==> src/hdl/frua_pkg.sv <==
`timescale 1ns / 1ps
// ----------------------------------------------------------------------------
// frua_pkg
// Shared types, codes and sizes for the frame ring upload allocator.
// ----------------------------------------------------------------------------
package frua_pkg;

    localparam int FRAME_MARKS = 8;
    localparam int OFFSET_BITS = 32;
    localparam int POS_BITS    = OFFSET_BITS + 1;
    localparam int MARK_BITS   = (FRAME_MARKS > 1) ? $clog2(FRAME_MARKS) : 1;
    localparam int COUNT_BITS  = $clog2(FRAME_MARKS + 1);
    localparam int SUM_BITS    = POS_BITS + 2;
    localparam int QUEUE_DEPTH = 2;

    // Function codes of an input item.
    localparam logic [1:0] FUNC_BUF_COPY  = 2'd0;
    localparam logic [1:0] FUNC_TEX_COPY  = 2'd1;
    localparam logic [1:0] FUNC_NEXT      = 2'd2;
    localparam logic [1:0] FUNC_COMPLETED = 2'd3;

    // Configuration register indexes.
    localparam logic [1:0] CFG_BUFFER_BYTES = 2'd0;
    localparam logic [1:0] CFG_BUF_ALIGN    = 2'd1;
    localparam logic [1:0] CFG_TEX_ALIGN    = 2'd2;
    localparam logic [1:0] CFG_FIRST_TAG    = 2'd3;

    localparam logic [31:0] RST_BUFFER_BYTES = 32'd65536;
    localparam logic [4:0]  RST_BUF_ALIGN    = 5'd0;
    localparam logic [4:0]  RST_TEX_ALIGN    = 5'd9;
    localparam logic [31:0] RST_FIRST_TAG    = 32'd0;

    typedef struct packed {
        logic [1:0]  func;
        logic [31:0] request_bytes;
        logic [31:0] completed_frame;
    } t_in_item;

    typedef struct packed {
        logic        granted;
        logic [31:0] offset;
        logic        error;
    } t_out_item;

    // Classified command handed from the front to the back.
    typedef struct packed {
        logic        is_request;
        logic        is_next;
        logic [31:0] request_bytes;
        logic [31:0] completed_frame;
        logic [31:0] align_mask;
    } t_cmd;

endpackage

==> src/hdl/frua_front.sv <==
`timescale 1ns / 1ps
// ----------------------------------------------------------------------------
// frua_front
// Takes items in, decodes the function and resolves the alignment mask.
// ----------------------------------------------------------------------------
module frua_front (
    input  logic               i_clk,
    input  logic               i_rst_n,
    input  logic               i_take,
    input  frua_pkg::t_in_item i_item,
    input  logic [4:0]         i_buf_align_log2,
    input  logic [4:0]         i_tex_align_log2,
    input  logic               i_q_ready,
    output logic               o_full,
    output logic               o_push,
    output frua_pkg::t_cmd     o_cmd
);
    import frua_pkg::*;

    logic       r_valid;
    logic       n_valid;
    t_cmd       r_cmd;
    t_cmd       n_cmd;
    logic [4:0] w_lg;

    assign o_push = r_valid && i_q_ready;
    assign o_full = r_valid && !i_q_ready;
    assign o_cmd  = r_cmd;

    always_comb begin
        w_lg = (i_item.func == FUNC_TEX_COPY) ? i_tex_align_log2 : i_buf_align_log2;
        n_cmd.is_request      = (i_item.func == FUNC_BUF_COPY) ||
                                (i_item.func == FUNC_TEX_COPY);
        n_cmd.is_next         = (i_item.func == FUNC_NEXT);
        n_cmd.request_bytes   = i_item.request_bytes;
        n_cmd.completed_frame = i_item.completed_frame;
        n_cmd.align_mask      = 32'((33'd1 << w_lg) - 33'd1);
        n_valid = i_take || (r_valid && !i_q_ready);
    end

    always_ff @(posedge i_clk) begin
        if (!i_rst_n) begin
            r_valid <= 1'b0;
        end else begin
            r_valid <= n_valid;
        end
    end

    always_ff @(posedge i_clk) begin
        if (i_take) begin
            r_cmd <= n_cmd;
        end
    end

endmodule

==> src/hdl/frua_queue.sv <==
`timescale 1ns / 1ps
// ----------------------------------------------------------------------------
// frua_queue
// Short command queue between the front and the back.
// ----------------------------------------------------------------------------
module frua_queue (
    input  logic           i_clk,
    input  logic           i_rst_n,
    input  logic           i_push,
    input  frua_pkg::t_cmd i_cmd,
    input  logic           i_pop,
    output logic           o_ready,
    output logic           o_valid,
    output frua_pkg::t_cmd o_cmd
);
    import frua_pkg::*;

    localparam int QP_BITS = $clog2(QUEUE_DEPTH);
    localparam int QC_BITS = $clog2(QUEUE_DEPTH + 1);

    t_cmd               r_slots [QUEUE_DEPTH];
    logic [QP_BITS-1:0] r_wr;
    logic [QP_BITS-1:0] r_rd;
    logic [QC_BITS-1:0] r_count;
    logic [QP_BITS-1:0] n_wr;
    logic [QP_BITS-1:0] n_rd;
    logic [QC_BITS-1:0] n_count;
    logic               w_pop;

    assign o_ready = (r_count != QC_BITS'(QUEUE_DEPTH));
    assign o_valid = (r_count != '0);
    assign o_cmd   = r_slots[r_rd];
    assign w_pop   = i_pop && o_valid;

    always_comb begin
        n_wr    = r_wr;
        n_rd    = r_rd;
        n_count = r_count;
        if (i_push) begin
            n_wr = (r_wr == QP_BITS'(QUEUE_DEPTH - 1)) ? '0 : r_wr + 1'b1;
        end
        if (w_pop) begin
            n_rd = (r_rd == QP_BITS'(QUEUE_DEPTH - 1)) ? '0 : r_rd + 1'b1;
        end
        if (i_push && !w_pop) begin
            n_count = r_count + 1'b1;
        end else if (w_pop && !i_push) begin
            n_count = r_count - 1'b1;
        end
    end

    always_ff @(posedge i_clk) begin
        if (!i_rst_n) begin
            r_wr    <= '0;
            r_rd    <= '0;
            r_count <= '0;
        end else begin
            r_wr    <= n_wr;
            r_rd    <= n_rd;
            r_count <= n_count;
        end
    end

    always_ff @(posedge i_clk) begin
        if (i_push) begin
            r_slots[r_wr] <= i_cmd;
        end
    end

endmodule

==> src/hdl/frua_back.sv <==
`timescale 1ns / 1ps
// ----------------------------------------------------------------------------
// frua_back
// Carries out commands: ring placement, frame mark push and pop.
// ----------------------------------------------------------------------------
module frua_back (
    input  logic                i_clk,
    input  logic                i_rst_n,
    input  logic                i_valid,
    input  frua_pkg::t_cmd      i_cmd,
    input  logic [31:0]         i_buffer_bytes,
    output logic                o_done,
    output frua_pkg::t_out_item o_result
);
    import frua_pkg::*;

    logic [POS_BITS-1:0]   r_head;
    logic [POS_BITS-1:0]   r_tail;
    logic [31:0]           r_frame;
    logic [31:0]           r_mark_tag [FRAME_MARKS];
    logic [POS_BITS-1:0]   r_mark_pos [FRAME_MARKS];
    logic [MARK_BITS-1:0]  r_rd_ptr;
    logic [MARK_BITS-1:0]  r_wr_ptr;
    logic [COUNT_BITS-1:0] r_count;
    logic                  r_done;
    t_out_item             r_result;

    logic [POS_BITS-1:0]   n_head;
    logic [POS_BITS-1:0]   n_tail;
    logic [31:0]           n_frame;
    logic [MARK_BITS-1:0]  n_rd_ptr;
    logic [MARK_BITS-1:0]  n_wr_ptr;
    logic [COUNT_BITS-1:0] n_count;
    logic                  n_mark_we;
    t_out_item             n_result;

    logic [SUM_BITS-1:0]   w_mask;
    logic [SUM_BITS-1:0]   w_aligned;
    logic [SUM_BITS-1:0]   w_end;
    logic                  w_fit_up;
    logic                  w_fit_wrap;
    logic                  w_fit_below;
    logic                  w_is_completed;

    assign o_done   = r_done;
    assign o_result = r_result;

    always_comb begin
        w_mask      = SUM_BITS'(i_cmd.align_mask);
        w_aligned   = (SUM_BITS'(r_tail) + w_mask) & ~w_mask;
        w_end       = w_aligned + SUM_BITS'(i_cmd.request_bytes);
        w_fit_up    = (w_end <= SUM_BITS'(i_buffer_bytes));
        w_fit_wrap  = (POS_BITS'(i_cmd.request_bytes) < r_head);
        w_fit_below = (w_end < SUM_BITS'(r_head));
        w_is_completed = !i_cmd.is_request && !i_cmd.is_next;

        n_head    = r_head;
        n_tail    = r_tail;
        n_frame   = r_frame;
        n_rd_ptr  = r_rd_ptr;
        n_wr_ptr  = r_wr_ptr;
        n_count   = r_count;
        n_mark_we = 1'b0;
        n_result  = '0;

        if (i_cmd.is_request) begin
            if (r_tail >= r_head) begin
                if (w_fit_up) begin
                    n_result.granted = 1'b1;
                    n_result.offset  = w_aligned[31:0];
                    n_tail           = w_end[POS_BITS-1:0];
                end else if (w_fit_wrap) begin
                    // Wrap: placed unaligned at the start of the buffer.
                    n_result.granted = 1'b1;
                    n_tail           = POS_BITS'(i_cmd.request_bytes);
                end else begin
                    n_result.error = 1'b1;
                end
            end else if (w_fit_below) begin
                n_result.granted = 1'b1;
                n_result.offset  = w_aligned[31:0];
                n_tail           = w_end[POS_BITS-1:0];
            end else begin
                n_result.error = 1'b1;
            end
        end else if (i_cmd.is_next) begin
            if (r_count >= COUNT_BITS'(FRAME_MARKS)) begin
                n_result.error = 1'b1;
            end else begin
                n_mark_we = 1'b1;
                n_wr_ptr  = (r_wr_ptr == MARK_BITS'(FRAME_MARKS - 1)) ? '0
                                                                       : r_wr_ptr + 1'b1;
                n_count   = r_count + 1'b1;
                n_frame   = r_frame + 32'd1;
            end
        end else if (w_is_completed) begin
            if (r_count == '0 || r_mark_tag[r_rd_ptr] != i_cmd.completed_frame) begin
                n_result.error = 1'b1;
            end else begin
                n_head   = r_mark_pos[r_rd_ptr];
                n_rd_ptr = (r_rd_ptr == MARK_BITS'(FRAME_MARKS - 1)) ? '0
                                                                     : r_rd_ptr + 1'b1;
                n_count  = r_count - 1'b1;
            end
        end
    end

    always_ff @(posedge i_clk) begin
        if (!i_rst_n) begin
            r_head   <= '0;
            r_tail   <= '0;
            r_frame  <= RST_FIRST_TAG;
            r_rd_ptr <= '0;
            r_wr_ptr <= '0;
            r_count  <= '0;
            r_done   <= 1'b0;
        end else begin
            r_done <= i_valid;
            if (i_valid) begin
                r_head   <= n_head;
                r_tail   <= n_tail;
                r_frame  <= n_frame;
                r_rd_ptr <= n_rd_ptr;
                r_wr_ptr <= n_wr_ptr;
                r_count  <= n_count;
            end
        end
    end

    always_ff @(posedge i_clk) begin
        if (i_valid) begin
            r_result <= n_result;
            if (n_mark_we) begin
                r_mark_tag[r_wr_ptr] <= r_frame;
                r_mark_pos[r_wr_ptr] <= r_tail;
            end
        end
    end

endmodule

==> src/hdl/frame_ring_upload_allocator_core.sv <==
`timescale 1ns / 1ps
// A result strobes on o_done after the front, queue and back end registers.
// Throughput: one item per cycle; the back end finishes a command every cycle.
// The receiver cannot stall, so busy only rises if the command queue fills.
// Reset (synchronous, active low) empties the ring and the frame mark FIFO,
// restores the configuration defaults and sets the frame tag to its default.
// ----------------------------------------------------------------------------
// frame_ring_upload_allocator_core
// Ring allocator over an upload buffer with frame fences: front decode,
// command queue and back end that owns head, tail and the frame marks.
// ----------------------------------------------------------------------------
module frame_ring_upload_allocator_core (
    input  logic                i_clk,
    input  logic                i_rst_n,
    input  logic                start,
    output logic                busy,
    input  frua_pkg::t_in_item  i_item,
    input  logic                i_cfg_we,
    input  logic [1:0]          i_cfg_idx,
    input  logic [31:0]         i_cfg_wdata,
    output logic                o_done,
    output frua_pkg::t_out_item o_result
);
    import frua_pkg::*;

    logic [31:0] r_buffer_bytes;
    logic [4:0]  r_buf_align_log2;
    logic [4:0]  r_tex_align_log2;

    logic        w_take;
    logic        w_push;
    logic        w_q_ready;
    logic        w_q_valid;
    t_cmd        w_front_cmd;
    t_cmd        w_back_cmd;

    assign w_take = start && !busy;

    // The first frame tag only matters at reset, where it returns to its
    // default, so a write to it needs no storage.
    always_ff @(posedge i_clk) begin
        if (!i_rst_n) begin
            r_buffer_bytes   <= RST_BUFFER_BYTES;
            r_buf_align_log2 <= RST_BUF_ALIGN;
            r_tex_align_log2 <= RST_TEX_ALIGN;
        end else if (i_cfg_we) begin
            unique case (i_cfg_idx)
                CFG_BUFFER_BYTES: r_buffer_bytes   <= i_cfg_wdata;
                CFG_BUF_ALIGN:    r_buf_align_log2 <= i_cfg_wdata[4:0];
                CFG_TEX_ALIGN:    r_tex_align_log2 <= i_cfg_wdata[4:0];
                CFG_FIRST_TAG:    ;
                default:          ;
            endcase
        end
    end

    frua_front u_front (
        .i_clk            (i_clk),
        .i_rst_n          (i_rst_n),
        .i_take           (w_take),
        .i_item           (i_item),
        .i_buf_align_log2 (r_buf_align_log2),
        .i_tex_align_log2 (r_tex_align_log2),
        .i_q_ready        (w_q_ready),
        .o_full           (busy),
        .o_push           (w_push),
        .o_cmd            (w_front_cmd)
    );

    frua_queue u_queue (
        .i_clk   (i_clk),
        .i_rst_n (i_rst_n),
        .i_push  (w_push),
        .i_cmd   (w_front_cmd),
        .i_pop   (w_q_valid),
        .o_ready (w_q_ready),
        .o_valid (w_q_valid),
        .o_cmd   (w_back_cmd)
    );

    frua_back u_back (
        .i_clk          (i_clk),
        .i_rst_n        (i_rst_n),
        .i_valid        (w_q_valid),
        .i_cmd          (w_back_cmd),
        .i_buffer_bytes (r_buffer_bytes),
        .o_done         (o_done),
        .o_result       (o_result)
    );

endmodule

==> config.mk <==
export PLATFORM = sky130hd
export DESIGN_NAME = frame_ring_upload_allocator_core
export DESIGN_NICKNAME = d
export VERILOG_FILES = /design/src/hdl/frua_pkg.sv /design/src/hdl/frua_front.sv /design/src/hdl/frua_queue.sv /design/src/hdl/frua_back.sv /design/src/hdl/frame_ring_upload_allocator_core.sv
export SDC_FILE = /design/constraint.sdc
export NUM_CORES = 1
export LEC_CHECK = 0
export BUFFER_PORTS_ARGS = -buffer_cell sky130_fd_sc_hd__buf_2
export CAP_MARGIN = 10
export CORE_AREA = 2 2 341 343
export CTS_BUF_LIST = sky130_fd_sc_hd__clkbuf_8
export CTS_CLUSTER_DIAMETER = 50
export DETAILED_ROUTE_END_ITERATION = 6
export DIE_AREA = 0 0 343 345
export MAX_ROUTING_LAYER = met4
export PLACE_DENSITY_LB_ADDON = 0.3
export REMOVE_ABC_BUFFERS = 1
export SLEW_MARGIN = 20
export SYNTH_ARGS = -nofsm -noshare
export SYNTH_HDL_FRONTEND = slang
export SYNTH_HIERARCHICAL = 1
export SYNTH_SLANG_ARGS = --single-unit
==> constraint.sdc <==
create_clock -name i_clk -period 17.1 [get_ports i_clk]
set_input_delay 3.42 -clock i_clk [delete_from_list [all_inputs] [get_ports i_clk]]
set_output_delay 3.42 -clock i_clk [all_outputs]
set_load 0.005 [all_outputs]
== Yosys cells after proc, flatten, opt, wreduce, memory -nomap -nowiden ==
Memories as Yosys holds them, arrays and structs flattened. A register that Yosys moved wholly into a read port is not among the register bits.
Cells that the tools add are included.
Storage, ports and cells
  logic and storage cells: 129
  bits in writable memories: 716
  memories: 3
  flip-flop bits (word level): 255
  bits of input ports: 104
Memories
  u_back.r_mark_pos: depth 8, width 33, read ports 1, clocked after Yosys merged registers in 1, wr ports 1, line frua_back.sv:21  | logic [POS_BITS-1:0] r_mark_pos [FRAME_MARKS];
  u_back.r_mark_tag: depth 8, width 32, read ports 1, clocked after Yosys merged registers in 1, wr ports 1, line frua_back.sv:20  | logic [31:0] r_mark_tag [FRAME_MARKS];
  u_queue.r_slots: depth 2, width 98, read ports 1, clocked after Yosys merged registers in 1, wr ports 1, line frua_queue.sv:21  | t_cmd r_slots [QUEUE_DEPTH];
Operators by class
  muxes and demuxes: 40
  add/subtract/negate cells: 12
  equal/unequal tests: 11
  magnitude comparators: 5
  shifts and indexed selects: 1
  reductions and logical operators: 30
  bitwise logic cells: 6
Operators with widths (count)
  $mux W33: 5
  $add A35 B32 Y35: 1
  $and A35 B35 Y35: 1
  $le A35 B32 Y1: 1
  $lt A35 B33 Y1: 1
  $not A32 Y35: 1
  $add A33 B32 Y34: 1
  $mux W34: 1
  $ge A33 B33 Y1: 1
  $lt A32 B33 Y1: 1
  $add A32 B1 Y32 const B: 1
  $mux W32: 1
  $ne A32 B32 Y1: 1
  $shl A1 B5 Y32 const A: 1
  $sub A32 B1 Y32 const B: 1
  $mux W1: 22
  $mux W4: 4
  $mux W3: 4
  $reduce_and A5 Y1: 2
  $reduce_and A4 Y1: 2
  $reduce_bool A2 Y1: 4
  $logic_not A1 Y1: 7
  $add A3 B1 Y3 const B: 2
  $eq A3 B3 Y1 const B: 2
  19 further kinds: 37

== Depth between registers and ports, before layout ==
Gate-level depths: netlist of run 1.
  word-level depth: 7
  gate-level depth with buffers: 35
  depth with buffers taken out: 32

== By module ==
The synthesis of run 1 kept the hierarchy.
Modules (own cells, without submodules)
  frua_back: area an instance 32432.4 um^2, cells an instance 2249, times used 1
  frua_queue: area an instance 7364.6 um^2, cells an instance 327, times used 1
  frua_front: area an instance 3958.8 um^2, cells an instance 231, times used 1
  frame_ring_upload_allocator_core: area an instance 1700.4 um^2, cells an instance 177, times used 1

== Worst setup path after synthesis of run 1 ==
OpenSTA, ideal clock, no wires.
  kind: reg-to-reg
  start: register u_queue.r_count[0]
  end: memory u_back/r_mark_pos[2][0] (netlist name), enable pin
  cell stages (with the launch flop): 5
  arrival: 8.283 ns
  path buffers: 0
  setup time: 0.671 ns
  setup slack: 8.146 ns
  cell sequence: dfxtp_1 or2_2 nor2b_1 nand2_1 nor4b_1
On the way
  word-level cells in the longest chain between the ends: 3
RTL lines
  start, declared: line frua_queue.sv:24  | logic [QC_BITS-1:0] r_count;
  start signal, assigned: line frua_queue.sv:60  | r_count <= n_count;
  $reduce_bool A2 Y1: line frua_queue.sv:31  | assign o_valid = (r_count != '0);
  via w_q_valid: line frame_ring_upload_allocator_core.sv:33  | logic w_q_valid;
  $mux W1: line frua_back.sv:131  | if (i_valid) begin
  $mux W1 (implied by the code): line frua_back.sv:135  | r_mark_pos[r_wr_ptr] <= r_tail;
  end, declared: line frua_back.sv:21
The timed path passes the listed nets, and every way through them passes these cells.

==> impl_metrics.ini, run 1 <==
[critical_path]
cp_max_fo = 37
max_stage_delay_ns = 0.61
critPathMostFrequentCell = a21oi_1
required_ns = 17.74
slowest_stage = buf_4
arrival_ns = 10.17
cp-start-kind = flip-flop
critical_path_buf_inv_count = 2
cp_top_family = compound AO/OA/AOI/OAI gates
critPathCaptureType = flip-flop
critPathKind = flip-flop to flip-flop

[logic_synthesis]
synth-seq-area-share = 0.6307
syn_area_per_cell_um2 = 15.23
async_reset_ff_frac = 0
synthesis.area_mm2 = 0.04546
synth.distinct_cells = 98
synth_edf_count = 848
syn_inst = 2984
ys_ff_latch = 1008
synth_flop_cell = edfxtp_1
yosys_warnings = 6

[global_route]
overflow = 0
grt_pass1_wl_mm = 159.0
grt_usage = 0.1836
grt_max_degree = 79
antenna_found_initial = 1
grt_pass1_vias = 25957

[route]
drt-total-wl_mm = 105.9
ant_nets = 0
wl_per_cell_um = 21.63
vias_per_cell = 5.243
drtPass1Iterations = 5
drtIter0Drc = 1978
remaining_drc_errors = 0
vias = 25654

[clocking]
ctsHoldBuffers = 0
clkLatencyLatePin_ns = 0.87
cts_sinks = 1008
cts_root_buf = clkbuf_8
clk_pin_slew_ns = 0.06
cts_buffers = 169
cts_resized = 0
cts_buffer_depth = 3
htreeDepth = 4
post_cts_buffers = 0
tritoncts = yes

[die]
core_area_mm2 = 0.1151
die_w_um = 343
start_util = 0.3949
die-height_um = 345
die_area_mm2 = 0.1183
placementRows = 125
io_pins = 140

[power]
p_sw_mw = 2.664
leakage_nw = 18.04
combPwrFrac = 0.339
internal_power_mw = 5.025
switching_share = 0.3465
ir_drop_uv = 226.1
p_seq_frac = 0.391
power.total_mw = 7.689
clockPowerShare = 0.269
p_per_area_mw_per_mm2 = 150.5

[timing]
min_period_over_period = 0.5571
finalCriticalPeriod_ns = 9.527
rsz0062_at_grt = false
tns_ns = 0
fmax_ghz = 0.1050
maxSlewViolCount = 0
slew_headroom = 0.2943
fin_ws_ns = 7.573
hold_viol = 0
finalClockSkew_ns = 0.04819
worst_pin_slew_ns = 1.032
setup_viol = 0

[layout]
nets = 3530
final_common_cell = edfxtp_1
final_cell_mix = edfxtp_1, inv_1, ha_1
multi_input_area_mm2 = 0.01572
drive_gt1_frac = 0.2274
nFillCells = 10365
seq_area_mm2 = 0.02868
stdcell_count = 4893
area_growth_pct = 12.42

[placed_design]
dp_cells = 4576
dpl_worst_slack_ns = 7.770
portBuffers = 139
dpl.hpwl_mm = 68.69
place_congestion = 0.9145

[flow_run]
max_cap_viol_count = 0

[worst_hold_path]
hold_path.class = flip-flop to flip-flop

[run_status]
run_status = finished clean
cell usage after synthesis, drive strengths merged, types with 31 or more instances:
library cell,n,area (um2)
nand2,173,671.9
dfxtp,160,3203
nor2,122,470.5
o21ai,68,340.3
nor3,34,170.2
ha,200,2502
a211oi,89,998.5
nor2b,62,395.4
xor2,48,420.4
mux4,130,2928
o22ai,35,219.0
inv,135,509.2
mux2,104,1254
xnor2,79,691.9
buf,59,466.7
nand3,37,185.2
clkbuf,48,180.2
nand4,31,193.9
a21o,62,465.5
a21oi,96,495.5
edfxtp,848,25460
mux2i,116,1199
power by group through the flow:
stage | sequential [mW] | clock, mW | combinational, mW
after floorplan | 3.05 | 0 | 1.83
after global placement | 3.06 | 0 | 2.57
after detailed placement | 3.06 | 0 | 2.59
after CTS | 3.01 | 2.14 | 2.61
after global routing | 3.03 | 2.25 | 2.87
final | 3.01 | 2.07 | 2.61
state kept, by name, indices dropped and copies added, names as in the netlist, 4 cells and up, named ones only:
register           flops
r_buf_align_log2       5
r_buffer_bytes        32
r_tex_align_log2       5
u_back/o_result       34
u_back/r_count         4
u_back/r_frame        32
u_back/r_head         33
u_back/r_mark_pos    264
u_back/r_mark_tag    256
u_back/r_tail         33
u_front/o_cmd         98
u_queue/r_slots      196
per-layer routing:
| metal | part of all wire | track usage |
|---|---|---|
| met4 | 0.023 | 0.06042 |
| met2 | 0.48 | 0.2902 |
| met5 | 0 | - |
| met3 | 0.046 | 0.02763 |
| met1 | 0.45 | 0.2429 |
cell type report:
cell class | count | area share
Clock buffer | 180 | 0.04848
Tap cell | 1524 | 0.03731
Sequential cell | 1008 | 0.5613
Multi-Input combinational cell | 1734 | 0.3075
Timing Repair Buffer | 175 | 0.01895
Clock inverter | 136 | 0.01638
Inverter | 135 | 0.009990
Antenna cell | 1 | 0.00004897
metrics by stage:
stage	instance area (um2)	hold WS [ns]	util
after CTS	51100	0.4093	0.4439
after global routing	51100	0.4291	0.4439
after floorplan	44810	0.4215	-
after detailed placement	47780	0.4313	0.4151
final	51100	0.4202	0.4439
after global placement	47780	0.4233	0.4150
path summary, 6_finish.rpt:
path / end / cells past startpoint / startpoint / slack (ns)
max: u_back/o_result[23] / 33 / flip-flop / 7.57
min: u_queue/r_slots[1][14] / 0 / u_front/o_cmd[14] / 0.42
max reg2reg: u_back/o_result[23] / 33 / flip-flop / 7.57
min reg2reg: u_queue/r_slots[1][14] / 0 / u_front/o_cmd[14] / 0.42
kinds of logic (layout without fill, tap and decap cells):
kind of cell,count (synthesis),after routing,synth area share
XOR/XNOR,127,127,0.02447
AO/OA/AOI/OAI,461,461,0.07655
multiplexers,350,350,0.1184
adder cells (fa/ha/maj),203,203,0.05637
other,1,2,0.00008250
buffers and inverters,242,626,0.02543
AND/OR/NAND/NOR,592,592,0.06807
flip-flops,1008,1008,0.6307
(Power assumes the default switching activity.)
==> run 2: changes to the inputs <==
Clock period 17.1 ns to 7.7 ns, I/O delays scaled along.
==> impl_metrics.ini, run 2 (same netlist as run 1, synthesis figures left out) <==
[run_status]
run_status = finished clean

[clocking]
cts_root_buf = clkbuf_8
cts_buffers = 173
clk_pin_slew_ns = 0.06
clkLatencyLatePin_ns = 0.86
cts_sinks = 1008
ctsHoldBuffers = 0
htreeDepth = 4
tritoncts = yes
cts_buffer_depth = 3

[timing]
min_period_over_period = 0.9578
finalClockSkew_ns = 0.05416
maxSlewViolCount = 0
hold_viol = 0
slew_headroom = 0.3401
finalCriticalPeriod_ns = 7.375
fmax_ghz = 0.1356
worst_pin_slew_ns = 0.9899
setup_viol = 0

[worst_hold_path]
holdPathStages = 0
hold_path.class = flip-flop to flip-flop
worstHoldStart = u_front/o_cmd[14]
worstHoldEndpoint = u_queue/r_slots[0][14]

[placed_design]
place_congestion = 0.9405
portBuffers = 139
post_dp_cell_area_mm2 = 0.04825
dpl.hpwl_mm = 70.35

[layout]
nFillCells = 10210
final_cell_mix = edfxtp_1, inv_1, ha_1
largest_register_ffs = 264
area_growth_pct = 14.84
final_common_cell = edfxtp_1
nets = 3601
stdcell_area_mm2 = 0.05220
largest_register = u_back/r_mark_pos
reg_top3 = u_back/r_mark_pos (264), u_back/r_mark_tag (256), u_queue/r_slots (196)
drive_gt1_frac = 0.2614
fin_util = 0.4535

[global_route]
grt_pass1_wl_mm = 160.9
overflow = 0
grt_usage = 0.1850
antenna_found_initial = 2
grt_max_degree = 73
grt_pass1_vias = 26297

[critical_path]
critPathCaptureType = flip-flop
required_ns = 8.40
slowest_stage = dfxtp_4
reg2reg_to = u_back/r_tail[24]
cp-start-kind = flip-flop
reg2reg_slack_ns = 0.33
r2r_cells = 37
arrival_ns = 8.08
critPathMostFrequentCell = buf_4
critPathKind = flip-flop to flip-flop
max_stage_delay_ns = 0.39
cp_max_fo = 9

[die]
placementRows = 125
start_util = 0.3949
die_area_mm2 = 0.1183
die-height_um = 345
core_area_mm2 = 0.1151
die_w_um = 343
io_pins = 140

[route]
drtPass1Iterations = 5
ant_nets = 0
drtIter0Drc = 1772
vias_per_cell = 5.244
drt-total-wl_mm = 107.6
vias = 26031
remaining_drc_errors = 0
wl_per_cell_um = 21.68

[power]
p_per_area_mw_per_mm2 = 348.1
leakage_nw = 18.49
ir_drop_uv = 377.0
power.total_mw = 18.17

[flow_run]
max_cap_viol_count = 0
## run 2: cell count changes in the layout (fill, tap and decap cells not counted), sizes merged
| cell | delta |
|---|---|
| buf | +64 |
| bufbuf | +1 |
| bufinv | +1 |
| clkbuf | +10 |
| clkinv | +1 |
| clkinvlp | +4 |
| inv | -10 |
## run 2: stage by stage
step | TNS [ns] | std cells | setup slack (ns) | hold WS [ns]
after CTS | 0 | 4952 | 0.03611 | 0.4340
after detailed placement | -2.944 | 4631 | -0.1326 | 0.4296
final | 0 | 4964 | 0.3252 | 0.4326
after global routing | -1.973 | 4964 | -0.08797 | 0.4474
after global placement | 0 | 4631 | 0.002663 | 0.4226
after floorplan | -932.89 | 2877 | -3.403 | 0.4215
## run 2: where the power goes
part	switching (mW)	internal [mW]
Clock	2.23	2.50
Combinational	3.87	2.91
Sequential	0.235	6.43
## run 2: layout make-up
| class | count | area (um2) | area share |
|---|---|---|---|
| Tap cell | 1524 | 1907 | 0.03653 |
| Inverter | 135 | 510.5 | 0.009779 |
| Clock buffer | 188 | 2587 | 0.04956 |
| Antenna cell | 1 | 2.502 | 0.00004794 |
| Clock inverter | 132 | 854.6 | 0.01637 |
| Sequential cell | 1008 | 28680 | 0.5495 |
| Timing Repair Buffer | 242 | 1625 | 0.03113 |
| Multi-Input combinational cell | 1734 | 16030 | 0.3071 |
## run 2: metal layers
metal	vias up	track usage	part of all wire
met1	13019	0.2423	0.45
met3	171	0.02741	0.042
li1	12215	-	-
met5	-	-	0
met2	626	0.2959	0.48
met4	0	0.06051	0.027
## run 2: what timing repair did
action,4_1_cts,5_1_grt
resized for setup,5,72
gates cloned,1,2
pin swaps,0,17
endpoints found under the setup margin,49,67
setup buffers,0,9
## run 2: worst max-delay path, delay by kind of cell, from the launching register on
| kind | cells | cell delay [ns] |
|---|---|---|
| AND/OR/NAND/NOR | 7 | 1.13 |
| flip-flops | 1 | 0.39 |
| AO/OA/AOI/OAI | 18 | 3.11 |
| multiplexers | 1 | 0.36 |
| XOR/XNOR | 2 | 0.33 |
| buffers and inverters | 6 | 0.91 |
| adder cells (fa/ha/maj) | 3 | 1.01 |
## run 2: worst max-delay path by stage
stage,cells past startpoint,slack (ns),startpoint,endpoint
after detailed placement,34,-0.13,flip-flop,u_back/o_result[0]
after floorplan,5,-3.40,flip-flop,u_back/r_mark_pos[2][0]
after global routing,36,-0.09,flip-flop,u_back/r_tail[30]
after CTS,34,0.04,flip-flop,u_back/o_result[0]
final,37,0.33,flip-flop,u_back/r_tail[24]
after global placement,34,0.003,flip-flop,u_back/o_result[0]
==> run 3: changes to the inputs <==
==> constraint.sdc (replaced) <==
create_clock -name i_clk -period 7.7 [get_ports i_clk]
set_input_delay 0.77 -clock i_clk [delete_from_list [all_inputs] [get_ports i_clk]]
set_output_delay 0.77 -clock i_clk [all_outputs]
set_load 0.005 [all_outputs]
==> impl_metrics.ini, run 3 (same netlist as run 1, synthesis figures left out) <==
[placed_design]
portBuffers = 139
place_congestion = 0.9450
dpl.hpwl_mm = 70.34
post_dp_cell_area_mm2 = 0.04825

[global_route]
grt_usage = 0.1853
grt_pass1_wl_mm = 160.9
overflow = 0
antenna_found_initial = 4
grt_pass1_vias = 26332
grt_max_degree = 73

[critical_path]
reg2reg_slack_ns = 0.32
cp-start-kind = flip-flop
critPathKind = flip-flop to flip-flop
slowest_stage = dfxtp_4
required_ns = 8.41
critPathCaptureType = flip-flop
arrival_ns = 8.09
critPathMostFrequentCell = buf_4
cp_max_fo = 12
max_stage_delay_ns = 0.40

[clocking]
clkLatencyLatePin_ns = 0.87
tritoncts = yes
clk_pin_slew_ns = 0.06
cts_root_buf = clkbuf_8
htreeDepth = 4
cts_buffer_depth = 3
cts_buffers = 172
cts_sinks = 1008

[layout]
nets = 3605
largest_register_ffs = 264
largest_register = u_back/r_mark_pos
reg_top3 = u_back/r_mark_pos (264), u_back/r_mark_tag (256), u_queue/r_slots (196)
final_cell_mix = edfxtp_1, inv_1, clkbuf_8
drive_gt1_frac = 0.2581
final_common_cell = edfxtp_1
fin_util = 0.4552
nFillCells = 10211
area_growth_pct = 15.28
stdcell_area_mm2 = 0.05240

[timing]
min_period_over_period = 0.9581
finalClockSkew_ns = 0.04956
hold_viol = 0
worst_pin_slew_ns = 1.020
setup_viol = 0
fmax_ghz = 0.1355
slew_headroom = 0.3197
finalCriticalPeriod_ns = 7.377
maxSlewViolCount = 0

[power]
p_per_area_mw_per_mm2 = 348.3
ir_drop_uv = 417.7
leakage_nw = 18.65
power.total_mw = 18.25

[route]
drt-total-wl_mm = 107.5
vias_per_cell = 5.245
wl_per_cell_um = 21.62
drtPass1Iterations = 6
remaining_drc_errors = 0
ant_nets = 0
drtIter0Drc = 1941
vias = 26076

[die]
die-height_um = 345
start_util = 0.3949
io_pins = 140
die_area_mm2 = 0.1183
placementRows = 125
die_w_um = 343
core_area_mm2 = 0.1151

[run_status]
run_status = finished clean

[worst_hold_path]
hold_path.class = input pin to flip-flop

[flow_run]
max_cap_viol_count = 0
-- run 3: cell count changes in the layout (fill, tap and decap cells not counted), moves of 3 or more --
| cell | delta |
|---|---|
| clkinv_4 | -3 |
| inv_8 | -5 |
| clkinvlp_4 | -5 |
| clkinv_2 | -14 |
| a21oi_2 | -3 |
| ha_1 | -3 |
| buf_4 | +3 |
| ha_4 | +3 |
| diode_2 | +3 |
| clkbuf_8 | +3 |
| inv_16 | +4 |
| clkinv_1 | -6 |
| inv_1 | +22 |
| dlygate4sd3_1 | +3 |
-- run 3: timing repair --
item | in CTS | in global routing
buffers inserted | 1 | 11
hold buffers | 3 | 0
endpoints found under the hold margin | 3 | 0
resized for setup | 5 | 80
gates cloned | 1 | 2
pin swaps | 1 | 18
setup endpoints to repair | 67 | 67
-- run 3: report_power, final --
| group | total [mW] | switching [mW] | internal (mW) |
|---|---|---|---|
| Combinational | 6.75 | 3.86 | 2.89 |
| Sequential | 6.66 | 0.233 | 6.43 |
| Clock | 4.84 | 2.24 | 2.60 |
-- run 3: worst paths after layout --
check / endpoint / from / depth (start not counted)
hold / removal: u_front/o_cmd[55] / i_item[23] / 1
setup / recovery: u_back/r_tail[18] / flip-flop / 38
hold reg to reg: u_queue/r_slots[0][53] / u_front/o_cmd[53] / 0
setup reg to reg: u_back/r_tail[18] / flip-flop / 38
-- run 3: final cells by class --
cell class | instances | area [um2] | area share
diodes | 4 | 10.01 | 0.0001910
clock buffers | 191 | 2629 | 0.05016
clock inverters | 129 | 918.4 | 0.01753
inverters | 135 | 510.5 | 0.009742
multi-input cells | 1734 | 16070 | 0.3067
flip-flops and latches | 1008 | 28680 | 0.5474
well taps | 1524 | 1907 | 0.03639
repair buffers | 247 | 1672 | 0.03190
-- run 3: layer usage --
layer,track usage,routed length (um)
met1,0.2422,47600
met3,0.02890,5015
met4,0.05383,2409
met5,-,0
met2,0.2989,52470
-- run 3: per-stage QoR --
step	setup TNS (ns)	cells	hold slack, ns	setup WS [ns]
2_1_floorplan	-932.89	2877	0.4215	-3.403
6_report	0	4972	0.08816	0.3226
3_5_place_dp	-7.228	4631	0.4296	-0.2131
4_1_cts	0	4956	0.002469	0.03403
5_1_grt	-0.4430	4972	0.03182	-0.04920
3_3_place_gp	0	4631	0.4231	0.01328
-- run 3: critical path, delay by kind of cell, from the launching register on --
kind,cells,cell delay (ns)
AO/OA/AOI/OAI,18,3.45
adder cells (fa/ha/maj),3,0.85
buffers and inverters,7,1.05
multiplexers,1,0.36
XOR/XNOR,1,0.15
flip-flops,1,0.40
AND/OR/NAND/NOR,8,0.97
